[src/hw/rtl/hsv2rgb_pkg.sv]
// ----------------------------------------------------------------------------
// hsv2rgb_pkg
// types, constants and helper functions of the hsv to rgb converter
// ----------------------------------------------------------------------------
package hsv2rgb_pkg;

	// percent scale and hue geometry
	localparam logic [6:0] PCT_FULL   = 7'd100;
	localparam logic [8:0] DEG_SECTOR = 9'd60;
	localparam logic [3:0] NUM_SECTOR = 4'd6;

	// reciprocal multipliers: x / 100 and x / 60 for the value ranges in use
	localparam logic [12:0] DIV100_RECIP = 13'd5243;
	localparam int          DIV100_SHIFT = 19;
	localparam logic [14:0] DIV60_RECIP  = 15'd17477;
	localparam int          DIV60_SHIFT  = 20;

	// hue sector codes
	localparam logic [2:0] SEC_RY = 3'd0;
	localparam logic [2:0] SEC_YG = 3'd1;
	localparam logic [2:0] SEC_GC = 3'd2;
	localparam logic [2:0] SEC_CB = 3'd3;
	localparam logic [2:0] SEC_BM = 3'd4;
	localparam logic [2:0] SEC_MR = 3'd5;

	typedef logic [8:0] hue_t;
	typedef logic [6:0] pct_t;
	typedef logic [5:0] frac_t;
	typedef logic [2:0] sector_t;
	typedef logic [7:0] chan_t;

	// after the front stages: sector, hue offset, value and minimum level
	typedef struct packed {
		sector_t sector;
		frac_t   frac;
		pct_t    val;
		pct_t    lo;
	} front_t;

	// after the ramp stages
	typedef struct packed {
		sector_t sector;
		pct_t    val;
		pct_t    lo;
		pct_t    ramp;
	} ramp_t;

	typedef struct packed {
		chan_t red;
		chan_t green;
		chan_t blue;
	} rgb_t;

	// hue / 60 for hue 0..511, as eight independent threshold compares
	function automatic logic [3:0] hue_div(input hue_t hue);
		logic [3:0] q;
		q = 4'd0;
		for (int i = 1; i <= 8; i++) begin
			if ({1'b0, hue} >= 10'(i * 60))
				q = 4'(i);
		end
		return q;
	endfunction

	// percent clamp to 100
	function automatic pct_t pct_clamp(input pct_t p);
		return (p > PCT_FULL) ? PCT_FULL : p;
	endfunction

endpackage

[src/hw/rtl/hsv2rgb_ifs.sv]
// ----------------------------------------------------------------------------
// hsv2rgb_ifs
// valid/ready channels carrying one hsv beat and one rgb beat
// ----------------------------------------------------------------------------
interface hsv2rgb_hsv_if;
	logic             valid;
	logic             ready;
	hsv2rgb_pkg::hue_t hue;
	hsv2rgb_pkg::pct_t saturation;
	hsv2rgb_pkg::pct_t brightness;

	modport source (output valid, output hue, output saturation, output brightness,
		input ready);
	modport sink (input valid, input hue, input saturation, input brightness,
		output ready);
endinterface

interface hsv2rgb_rgb_if;
	logic               valid;
	logic               ready;
	hsv2rgb_pkg::chan_t red;
	hsv2rgb_pkg::chan_t green;
	hsv2rgb_pkg::chan_t blue;

	modport source (output valid, output red, output green, output blue, input ready);
	modport sink (input valid, input red, input green, input blue, output ready);
endinterface

[src/hw/rtl/hsv_to_rgb_percent_core.sv]
// ----------------------------------------------------------------------------
// hsv_to_rgb_percent_core
// hsv (degrees, percent, percent) to 8-bit rgb converter
// ----------------------------------------------------------------------------
// Takes one color per clock while the output is not stalled and passes it
// through six register stages (clamp and sector, minimum level, ramp
// product, ramp divide, channel routing, 255/100 scaling), each
// holding about one small multiply. Divisions by 100 and 60 are reciprocal
// multiplies. Saturation and brightness above 100 clamp to 100; hue wraps
// modulo 360. Back-pressure on the rgb side ripples back stage by stage, so
// bubbles are squeezed out and the input keeps accepting until every stage
// holds a beat. No configuration, no state between colors.
// ----------------------------------------------------------------------------
module hsv_to_rgb_percent_core (
	input  logic                 clk,
	input  logic                 arst_n,
	hsv2rgb_hsv_if.sink          hsv,
	hsv2rgb_rgb_if.source        rgb
);

	logic                front_valid, front_ready;
	hsv2rgb_pkg::front_t front_data;
	logic                ramp_valid, ramp_ready;
	hsv2rgb_pkg::ramp_t  ramp_data;
	hsv2rgb_pkg::rgb_t   rgb_data;

	// sector and minimum level
	hsv2rgb_front u_front (
		.clk        (clk),
		.arst_n     (arst_n),
		.in_valid   (hsv.valid),
		.in_ready   (hsv.ready),
		.hue        (hsv.hue),
		.saturation (hsv.saturation),
		.brightness (hsv.brightness),
		.out_valid  (front_valid),
		.out_ready  (front_ready),
		.out_data   (front_data)
	);

	// ramp within the sector
	hsv2rgb_ramp u_ramp (
		.clk       (clk),
		.arst_n    (arst_n),
		.in_valid  (front_valid),
		.in_ready  (front_ready),
		.in_data   (front_data),
		.out_valid (ramp_valid),
		.out_ready (ramp_ready),
		.out_data  (ramp_data)
	);

	// channel routing and output scaling
	hsv2rgb_mix u_mix (
		.clk       (clk),
		.arst_n    (arst_n),
		.in_valid  (ramp_valid),
		.in_ready  (ramp_ready),
		.in_data   (ramp_data),
		.out_valid (rgb.valid),
		.out_ready (rgb.ready),
		.out_data  (rgb_data)
	);

	assign rgb.red   = rgb_data.red;
	assign rgb.green = rgb_data.green;
	assign rgb.blue  = rgb_data.blue;

endmodule

[src/hw/rtl/hsv2rgb_front.sv]
// ----------------------------------------------------------------------------
// hsv2rgb_front
// stages 1-2: clamp, hue sector and offset, minimum level (100-s)*v/100
// ----------------------------------------------------------------------------
module hsv2rgb_front (
	input  logic                clk,
	input  logic                arst_n,
	input  logic                in_valid,
	output logic                in_ready,
	input  hsv2rgb_pkg::hue_t   hue,
	input  hsv2rgb_pkg::pct_t   saturation,
	input  hsv2rgb_pkg::pct_t   brightness,
	output logic                out_valid,
	input  logic                out_ready,
	output hsv2rgb_pkg::front_t out_data
);

	logic                 v_s1, v_s2;
	logic                 en1, en2;
	hsv2rgb_pkg::sector_t sector_s1;
	hsv2rgb_pkg::frac_t   frac_s1;
	hsv2rgb_pkg::pct_t    val_s1;
	logic [13:0]          prod_s1;
	hsv2rgb_pkg::front_t  data_s2;

	hsv2rgb_pkg::pct_t    sat_c, val_c;
	logic [3:0]           quot_c;
	hsv2rgb_pkg::sector_t sector_c;
	hsv2rgb_pkg::frac_t   frac_c;
	logic [13:0]          prod_c;
	logic [26:0]          lo_w;

	// stall chain
	assign en2      = !v_s2 || out_ready;
	assign en1      = !v_s1 || en2;
	assign in_ready = en1;

	// stage 1 arithmetic
	always_comb begin
		sat_c    = hsv2rgb_pkg::pct_clamp(saturation);
		val_c    = hsv2rgb_pkg::pct_clamp(brightness);
		quot_c   = hsv2rgb_pkg::hue_div(hue);
		sector_c = (quot_c >= hsv2rgb_pkg::NUM_SECTOR) ?
			3'(quot_c - hsv2rgb_pkg::NUM_SECTOR) : 3'(quot_c);
		frac_c   = 6'(hue - 9'({5'd0, quot_c} * hsv2rgb_pkg::DEG_SECTOR));
		prod_c   = 14'(hsv2rgb_pkg::PCT_FULL - sat_c) * 14'(val_c);
	end

	// stage 1 registers
	always_ff @(posedge clk or negedge arst_n) begin
		if (!arst_n) begin
			v_s1 <= 1'b0;
		end else if (en1) begin
			v_s1 <= in_valid;
		end
	end

	always_ff @(posedge clk) begin
		if (en1) begin
			sector_s1 <= sector_c;
			frac_s1   <= frac_c;
			val_s1    <= val_c;
			prod_s1   <= prod_c;
		end
	end

	// stage 2: divide by 100 through the reciprocal
	assign lo_w = 27'(prod_s1) * 27'(hsv2rgb_pkg::DIV100_RECIP);

	always_ff @(posedge clk or negedge arst_n) begin
		if (!arst_n) begin
			v_s2 <= 1'b0;
		end else if (en2) begin
			v_s2 <= v_s1;
		end
	end

	always_ff @(posedge clk) begin
		if (en2) begin
			data_s2.sector <= sector_s1;
			data_s2.frac   <= frac_s1;
			data_s2.val    <= val_s1;
			data_s2.lo     <= 7'(lo_w >> hsv2rgb_pkg::DIV100_SHIFT);
		end
	end

	assign out_valid = v_s2;
	assign out_data  = data_s2;

endmodule

[src/hw/rtl/hsv2rgb_ramp.sv]
// ----------------------------------------------------------------------------
// hsv2rgb_ramp
// stages 3-4: ramp = (v-min)*(hue mod 60)/60
// ----------------------------------------------------------------------------
module hsv2rgb_ramp (
	input  logic                clk,
	input  logic                arst_n,
	input  logic                in_valid,
	output logic                in_ready,
	input  hsv2rgb_pkg::front_t in_data,
	output logic                out_valid,
	input  logic                out_ready,
	output hsv2rgb_pkg::ramp_t  out_data
);

	logic                 v_s3, v_s4;
	logic                 en3, en4;
	hsv2rgb_pkg::sector_t sector_s3;
	hsv2rgb_pkg::pct_t    val_s3, lo_s3;
	logic [12:0]          prod_s3;
	hsv2rgb_pkg::ramp_t   data_s4;
	logic [27:0]          ramp_w;

	// stall chain
	assign en4      = !v_s4 || out_ready;
	assign en3      = !v_s3 || en4;
	assign in_ready = en3;

	// stage 3: span times hue offset, at most 100*59
	always_ff @(posedge clk or negedge arst_n) begin
		if (!arst_n) begin
			v_s3 <= 1'b0;
		end else if (en3) begin
			v_s3 <= in_valid;
		end
	end

	always_ff @(posedge clk) begin
		if (en3) begin
			sector_s3 <= in_data.sector;
			val_s3    <= in_data.val;
			lo_s3     <= in_data.lo;
			prod_s3   <= 13'(in_data.val - in_data.lo) * 13'(in_data.frac);
		end
	end

	// stage 4: divide by 60 through the reciprocal
	assign ramp_w = 28'(prod_s3) * 28'(hsv2rgb_pkg::DIV60_RECIP);

	always_ff @(posedge clk or negedge arst_n) begin
		if (!arst_n) begin
			v_s4 <= 1'b0;
		end else if (en4) begin
			v_s4 <= v_s3;
		end
	end

	always_ff @(posedge clk) begin
		if (en4) begin
			data_s4.sector <= sector_s3;
			data_s4.val    <= val_s3;
			data_s4.lo     <= lo_s3;
			data_s4.ramp   <= 7'(ramp_w >> hsv2rgb_pkg::DIV60_SHIFT);
		end
	end

	assign out_valid = v_s4;
	assign out_data  = data_s4;

endmodule

[src/hw/rtl/hsv2rgb_mix.sv]
// ----------------------------------------------------------------------------
// hsv2rgb_mix
// stages 5-6: sector routing to channels, then scaling by 255/100
// ----------------------------------------------------------------------------
module hsv2rgb_mix (
	input  logic               clk,
	input  logic               arst_n,
	input  logic               in_valid,
	output logic               in_ready,
	input  hsv2rgb_pkg::ramp_t in_data,
	output logic               out_valid,
	input  logic               out_ready,
	output hsv2rgb_pkg::rgb_t  out_data
);

	logic              v_s5, v_s6;
	logic              en5, en6;
	logic [14:0]       rnum_s5, gnum_s5, bnum_s5;
	hsv2rgb_pkg::rgb_t data_s6;

	hsv2rgb_pkg::pct_t up_c, down_c, r_c, g_c, b_c;
	logic [27:0]       rq_w, gq_w, bq_w;

	// stall chain, stage 6 is the output register
	assign en6      = !v_s6 || out_ready;
	assign en5      = !v_s5 || en6;
	assign in_ready = en5;

	// rising and falling edges of the ramp, routed per sector
	always_comb begin
		up_c   = in_data.lo + in_data.ramp;
		down_c = in_data.val - in_data.ramp;
		case (in_data.sector)
			hsv2rgb_pkg::SEC_RY: begin
				r_c = in_data.val; g_c = up_c;        b_c = in_data.lo;
			end
			hsv2rgb_pkg::SEC_YG: begin
				r_c = down_c;      g_c = in_data.val; b_c = in_data.lo;
			end
			hsv2rgb_pkg::SEC_GC: begin
				r_c = in_data.lo;  g_c = in_data.val; b_c = up_c;
			end
			hsv2rgb_pkg::SEC_CB: begin
				r_c = in_data.lo;  g_c = down_c;      b_c = in_data.val;
			end
			hsv2rgb_pkg::SEC_BM: begin
				r_c = up_c;        g_c = in_data.lo;  b_c = in_data.val;
			end
			default: begin
				r_c = in_data.val; g_c = in_data.lo;  b_c = down_c;
			end
		endcase
	end

	// stage 5: level times 255 as shift and subtract
	always_ff @(posedge clk or negedge arst_n) begin
		if (!arst_n) begin
			v_s5 <= 1'b0;
		end else if (en5) begin
			v_s5 <= in_valid;
		end
	end

	always_ff @(posedge clk) begin
		if (en5) begin
			rnum_s5 <= {r_c, 8'd0} - 15'(r_c);
			gnum_s5 <= {g_c, 8'd0} - 15'(g_c);
			bnum_s5 <= {b_c, 8'd0} - 15'(b_c);
		end
	end

	// stage 6: divide by 100 through the reciprocal
	assign rq_w = 28'(rnum_s5) * 28'(hsv2rgb_pkg::DIV100_RECIP);
	assign gq_w = 28'(gnum_s5) * 28'(hsv2rgb_pkg::DIV100_RECIP);
	assign bq_w = 28'(bnum_s5) * 28'(hsv2rgb_pkg::DIV100_RECIP);

	always_ff @(posedge clk or negedge arst_n) begin
		if (!arst_n) begin
			v_s6 <= 1'b0;
		end else if (en6) begin
			v_s6 <= v_s5;
		end
	end

	always_ff @(posedge clk) begin
		if (en6) begin
			data_s6.red   <= 8'(rq_w >> hsv2rgb_pkg::DIV100_SHIFT);
			data_s6.green <= 8'(gq_w >> hsv2rgb_pkg::DIV100_SHIFT);
			data_s6.blue  <= 8'(bq_w >> hsv2rgb_pkg::DIV100_SHIFT);
		end
	end

	assign out_valid = v_s6;
	assign out_data  = data_s6;

endmodule

[src/flat_wrapper.sv]
// flat-port wrapper written by rule: the top's interface ports become plain ports
module hsv_to_rgb_percent_core_flat 
  (clk, arst_n, hsv_valid, hsv_hue, hsv_saturation, hsv_brightness, hsv_ready, rgb_valid, rgb_red, rgb_green, rgb_blue, rgb_ready);
  hsv2rgb_hsv_if hsv_i ();
  hsv2rgb_rgb_if rgb_i ();
  input  logic clk;
  input  logic arst_n;
  input wire logic [$bits(hsv_i.valid)-1:0] hsv_valid;
  input wire logic [$bits(hsv_i.hue)-1:0] hsv_hue;
  input wire logic [$bits(hsv_i.saturation)-1:0] hsv_saturation;
  input wire logic [$bits(hsv_i.brightness)-1:0] hsv_brightness;
  output wire logic [$bits(hsv_i.ready)-1:0] hsv_ready;
  output wire logic [$bits(rgb_i.valid)-1:0] rgb_valid;
  output wire logic [$bits(rgb_i.red)-1:0] rgb_red;
  output wire logic [$bits(rgb_i.green)-1:0] rgb_green;
  output wire logic [$bits(rgb_i.blue)-1:0] rgb_blue;
  input wire logic [$bits(rgb_i.ready)-1:0] rgb_ready;
  assign hsv_i.valid = hsv_valid;
  assign hsv_i.hue = hsv_hue;
  assign hsv_i.saturation = hsv_saturation;
  assign hsv_i.brightness = hsv_brightness;
  assign hsv_ready = hsv_i.ready;
  assign rgb_valid = rgb_i.valid;
  assign rgb_red = rgb_i.red;
  assign rgb_green = rgb_i.green;
  assign rgb_blue = rgb_i.blue;
  assign rgb_i.ready = rgb_ready;
  hsv_to_rgb_percent_core u_core (.clk(clk), .arst_n(arst_n), .hsv(hsv_i), .rgb(rgb_i));
endmodule
[config.mk]
export PLATFORM = sky130hd
export DESIGN_NAME = hsv_to_rgb_percent_core_flat
export DESIGN_NICKNAME = d
export VERILOG_FILES = /design/src/hw/rtl/hsv2rgb_pkg.sv /design/src/hw/rtl/hsv2rgb_ifs.sv /design/src/hw/rtl/hsv_to_rgb_percent_core.sv /design/src/hw/rtl/hsv2rgb_front.sv /design/src/hw/rtl/hsv2rgb_ramp.sv /design/src/hw/rtl/hsv2rgb_mix.sv /design/src/flat_wrapper.sv
export SDC_FILE = /design/constraint.sdc
export NUM_CORES = 1
export LEC_CHECK = 0
export ABC_AREA = 1
export BUFFER_PORTS_ARGS = -buffer_cell sky130_fd_sc_hd__buf_2
export CORE_MARGIN = 1
export CORE_UTILIZATION = 60
export CTS_CLUSTER_DIAMETER = 100
export DETAILED_ROUTE_END_ITERATION = 12
export PLACE_DENSITY_LB_ADDON = 0.12
export SLEW_MARGIN = 10
export SYNTH_ARGS = -nofsm -noshare
export SYNTH_HDL_FRONTEND = slang
export SYNTH_SLANG_ARGS = --single-unit
[constraint.sdc]
create_clock -name clk -period 7.3 [get_ports clk]
set_clock_uncertainty 0.2 [all_clocks]
set_input_delay 1.46 -clock clk [delete_from_list [all_inputs] [get_ports clk]]
set_output_delay 1.46 -clock clk [all_outputs]
set_load 0.01 [all_outputs]
# After elaboration in Yosys (flattened, before gate mapping)
# Index checks and enable logic that the tools add are counted.
# Widths: inputs -> output; s select.
# totals
output_inout_bits	26
in_bits	27
regBits	182
elab_cells	91
# classes
reduce_logical	17
magnitude_cmp	11
n_addsub	9
eq_ne	4
mux	14
n_mul	8
# op_table
operator	count
$mul 15x13->27 const B	3
$pmux 7 s3	3
$sub 15x7->15	3
$ge 9x9->1 const B	4
$mul 13x15->27 const B	1
$mul 14x13->26 const B	1
$ge 9x8->1 const B	2
$mux 4	4
$gt 7x7->1 const B	2
$mul 8x8->14	1
$mux 7	2
$mul 8x7->13	1
$ge 9x6->1 const B	1
$ge 9x7->1 const B	1
$reduce_or 2->1	4
$sub 7x7->8	1
$sub 7x7->8 const A	1
$add 7x7->7	1
$sub 7x7->7	1
$eq 3x2->1 const B	2
$logic_not 1->1	6
$logic_or 1x1->1	6
$mux 3	2
$sub 6x6->6	1
other kinds (8)	9

# Longest topological paths before layout
# depth
word_depth	11
ltp_mapped	29

# By module
# Synthesis repeated with hierarchy kept, for this count alone.
# hier_totals
hier_cells	3340
area_unflattened_um2	29338.1
# by_module_without_submodules
mod	area_per_inst_um2	seq_area_each_um2	instances	cells_each
hsv2rgb_mix	15551.2	2122.0	1	1800
hsv2rgb_front	7913.8	1641.6	1	879
hsv2rgb_ramp	5873.1	1671.6	1	661

# Worst setup path before layout
# OpenSTA, ideal clock, no wires.
# synth_path
kind	input -> output
startpoint	input port rgb_ready
endpoint	output port hsv_ready
t_arrival_ns	5.307
path_buffers	0
setup_slack_ns	0.333
t_required_ns	5.640
stages	10
cell_sequence	nor2_1 > inv_1 > nor2_1 > inv_1 > nor2_1 > inv_1 > nor2_1 > inv_1 > nor2_1 > nand2_1
# synth_via
elab_chain_len	6
# synth_lines
element	line_no	rtl
from (decl)	flat_wrapper.sv:17	input wire logic [$bits(rgb_i.ready)-1:0] rgb_ready;
$logic_or 1x1->1	hsv2rgb_mix.sv:25	assign en6 = !v_s6 || out_ready;
net u_core.u_mix.en6	hsv2rgb_mix.sv:17	logic en5, en6;
$logic_or 1x1->1	hsv2rgb_mix.sv:26	assign en5 = !v_s5 || en6;
net u_core.ramp_ready	hsv_to_rgb_percent_core.sv:23	logic ramp_valid, ramp_ready;
$logic_or 1x1->1	hsv2rgb_ramp.sv:25	assign en4 = !v_s4 || out_ready;
net u_core.u_ramp.en4	hsv2rgb_ramp.sv:17	logic en3, en4;
$logic_or 1x1->1	hsv2rgb_ramp.sv:26	assign en3 = !v_s3 || en4;
net u_core.front_ready	hsv_to_rgb_percent_core.sv:21	logic front_valid, front_ready;
$logic_or 1x1->1	hsv2rgb_front.sv:34	assign en2 = !v_s2 || out_ready;
$logic_or 1x1->1	hsv2rgb_front.sv:35	assign en1 = !v_s1 || en2;
to (decl)	flat_wrapper.sv:12	output wire logic [$bits(hsv_i.ready)-1:0] hsv_ready;
# The timed path passes the listed nets, and every way through them passes these cells.

# Final worst setup path
# layout_path
startpoint	input port hsv_saturation[0]
endpoint	register u_core.u_front.prod_s1[10] (data pin)
# layout_via
elab_chain_len	4
# layout_lines
element	line_no	rtl
from (decl)	flat_wrapper.sv:10	input wire logic [$bits(hsv_i.saturation)-1:0] hsv_saturation;
$gt 7x7->1	hsv2rgb_pkg.sv:67	return (p > PCT_FULL) ? PCT_FULL : p;
$mux 7 *	hsv2rgb_pkg.sv:67	
$sub 7x7->8 *	hsv2rgb_front.sv:46	prod_c = 14'(hsv2rgb_pkg::PCT_FULL - sat_c) * 14'(val_c);
$mul 8x8->14 *	hsv2rgb_front.sv:46	
net u_core.u_front.prod_c[10]	hsv2rgb_front.sv:30	logic [13:0] prod_c;
to (signal assigned)	hsv2rgb_front.sv:63	prod_s1 <= prod_c;
to (decl)	hsv2rgb_front.sv:23	logic [13:0] prod_s1;
# Mark *: on every way through the listed nets, which the timed path passes. The rest lies on a longest branch.
# A chain may end at the register's enable or synchronous reset.

==> results.cfg <==
[outcome]
outcome = complete, no violations

[global_routing]
track_usage_pct = 27.0
grt_max_degree = 47
grt_pass1_vias = 22500
grt_pass1_wl_um = 107000
grt_overflow = 0
antenna_found_initial = 1

[die]
die_area_um2 = 49200
ios = 53
fp-row-count = 80
die_x_um = 222
start_util_pct = 60.7
die_h_um = 222
design.core.area_um2 = 47700

[min_path]
min_to = u_core.u_ramp.out_data[7]$_DFFE_PP_
hp-class = reg2reg
hp-start = u_core.u_ramp.lo_s3[0]$_DFFE_PP_
hold_path_depth = 0

[detailed_routing]
drt_iter0_drc = 1102
drc = 0
wl_per_cell_um = 15.6
vias_per_cell = 5.31
dr.pass1.iters = 7
routed-via-count = 21100
ant_nets = 0
wirelength_um = 62100

[yosys]
ys_seq_area_share_pct = 18.7
ys_top_cells_by_count = inv_1, ha_1, nand2_1, fa_1, nor2_1
synth_edf_count = 176
synth_cell_type_count = 47
synth_most_common_cell = inv_1
netlist.area_leader.share_pct = 24.7
synthCells = 3258
async_reset_ff_share_pct = 3.30
yosysTopAreaCell = fa_1
ys_ff_latch = 182
syn_area_um2 = 29000
synthTopCellsByArea = fa_1, ha_1, edfxtp_1
synth_ff_type = edfxtp_1
syn_avg_cell_area_um2 = 8.90
synth.yosys.warnings = 0

[setup_path]
r2r_setup_slack_ns = 1.38
reg2reg_from = u_core.u_front.out_data[7]$_DFFE_PP_
endpoint_kind = register
critPathLaunchType = input port
critical_path.max_fanout = 8
required_ns = 7.34
r2r_cells = 28
arrival_ns = 6.53
critPathKind = in2reg
r2r_end = u_core.u_ramp.prod_s3[12]$_DFFE_PP_

[timing]
worst_pin_slew_ns = 0.977
post-route-period-util_pct = 89.0
relSlewSlack_pct = 34.8
min_period_ns = 6.50
hold_viol = 0
tns_ns = 0
clock.fmax_mhz = 154
rsz0062_at_grt = no
setup_viol = 0
slew_viol_final = 0
timing.hold.ws_ns = 0.215

[place]
dp.final_hpwl_um = 54300
dp.cells = 3942
portBuffers = 52
place_congestion = 0.955

[clocking]
cts_buffer_depth = 2
clk_pin_slew_ns = 0.08
cts_setup_buffers = 0
cts.sinks = 182
clk_latency_ns = 0.50
numCtsBuffers = 17
cts_max_level = 4
cts_resized = 0
hold_buffers = 0
root_buffer = clkbuf_16
cts_tree = yes

[final_layout]
areaGrowthSynthToFinish_pct = 6.00
antenna_cells = 0
instances_no_fill = 3974
nNetsFinal = 4266
drive_above_1_share_pct = 4.20
fill_cells = 4050

[run]
maxCapViolCount = 0
-- per-stage QoR --
stage,util [%],instance area (um^2),worst slack [ns]
global route,64.4,30700,0.414
CTS,64.4,30700,0.850
global placement,63.1,30100,0.497
floorplan,-,29100,0.333
detailed placement,63.1,30100,0.323
finish,64.4,30700,0.802
-- state kept, by name, summed over array words and instances, names as in the netlist, 3 cells and up --
signal                    cells
u_core.u_front.frac_s1        6
u_core.u_front.out_data      23
u_core.u_front.prod_s1       14
u_core.u_front.sector_s1      3
u_core.u_front.val_s1         7
u_core.u_mix.bnum_s5         15
u_core.u_mix.gnum_s5         15
u_core.u_mix.out_data        24
u_core.u_mix.rnum_s5         15
u_core.u_ramp.lo_s3           7
u_core.u_ramp.out_data       24
u_core.u_ramp.prod_s3        13
u_core.u_ramp.sector_s3       3
u_core.u_ramp.val_s3          7
-- kinds of logic after synthesis --
kind of cell / count (synthesis) / synth area share (%)
buf+inv: 870 / 11.3
other cells: 2 / 0.0259
flops: 182 / 18.7
fa+ha+maj: 893 / 47.8
simple gates: 901 / 13.2
compound gates: 318 / 6.18
xor+xnor: 92 / 2.78
-- final cells by class --
| type | count | area, um^2 | share of cell area, % |
|---|---|---|---|
| sequential | 182 | 5440 | 17.7 |
| inverter | 865 | 3250 | 10.6 |
| clock inverter | 15 | 211 | 0.688 |
| clock buffer | 17 | 425 | 1.38 |
| timing repair buffer | 58 | 305 | 0.993 |
| tap | 615 | 769 | 2.50 |
| multi-input combinational | 2222 | 20300 | 66.2 |
-- how the worst max path moves through the flow --
stage,to,slack [ns],from
2_1_floorplan,hsv_ready,0.33,rgb_ready
3_3_place_gp,u_core.u_front.prod_s1[10]$_DFFE_PP_,0.50,hsv_saturation[0]
3_5_place_dp,u_core.u_front.prod_s1[10]$_DFFE_PP_,0.32,hsv_saturation[0]
4_1_cts,u_core.u_front.prod_s1[10]$_DFFE_PP_,0.85,hsv_saturation[0]
5_1_grt,u_core.u_front.prod_s1[10]$_DFFE_PP_,0.41,hsv_saturation[0]
6_report,u_core.u_front.prod_s1[10]$_DFFE_PP_,0.80,hsv_saturation[0]
-- cell usage in the layout, fill, tap and decap left out, drive strengths merged, types with 11 or more instances in the layout --
| cell type | n |
|---|---|
| nand2 | 453 |
| conb | 18 |
| nand4 | 25 |
| a21o | 12 |
| a21oi | 135 |
| nor3 | 33 |
| inv | 872 |
| buf | 58 |
| xnor2 | 29 |
| xor2 | 63 |
| or2 | 11 |
| edfxtp | 176 |
| nor2 | 249 |
| fa | 358 |
| o21bai | 14 |
| clkbuf | 17 |
| ha | 535 |
| a31oi | 20 |
| o21ai | 99 |
| nand3 | 111 |
-- critical path: stages --
cell	delay, ns
buf_2	0.11
nor2_1	0.13
o21ai_1	0.11
nand3_1	0.17
nand2_1	0.23
ha_1	0.25
inv_1	0.08
nand2_1	0.07
nand2_1	0.06
nand3_1	0.09
nand2_1	0.25
nor2_1	0.10
fa_1	0.51
inv_1	0.05
fa_1	0.48
inv_1	0.06
fa_1	0.53
inv_1	0.05
fa_1	0.52
inv_1	0.04
ha_1	0.37
nand2_1	0.10
o21ai_0	0.32
a21oi_1	0.11
o21ai_0	0.21
xor2_1	0.09
-- layer usage --
layer  vias up  global-route usage (%)  share of wire, %
met5         -                       0             0.013
met4         2                    7.93               2.2
met3        93                    3.51               3.2
met2       390                    46.1                48
met1     10200                    35.9                46
li1      10400                       -                 -
Power is left out: the tool's default activity adds up to more than one toggle a clock period on the data nets, which glitch-free logic cannot reach.
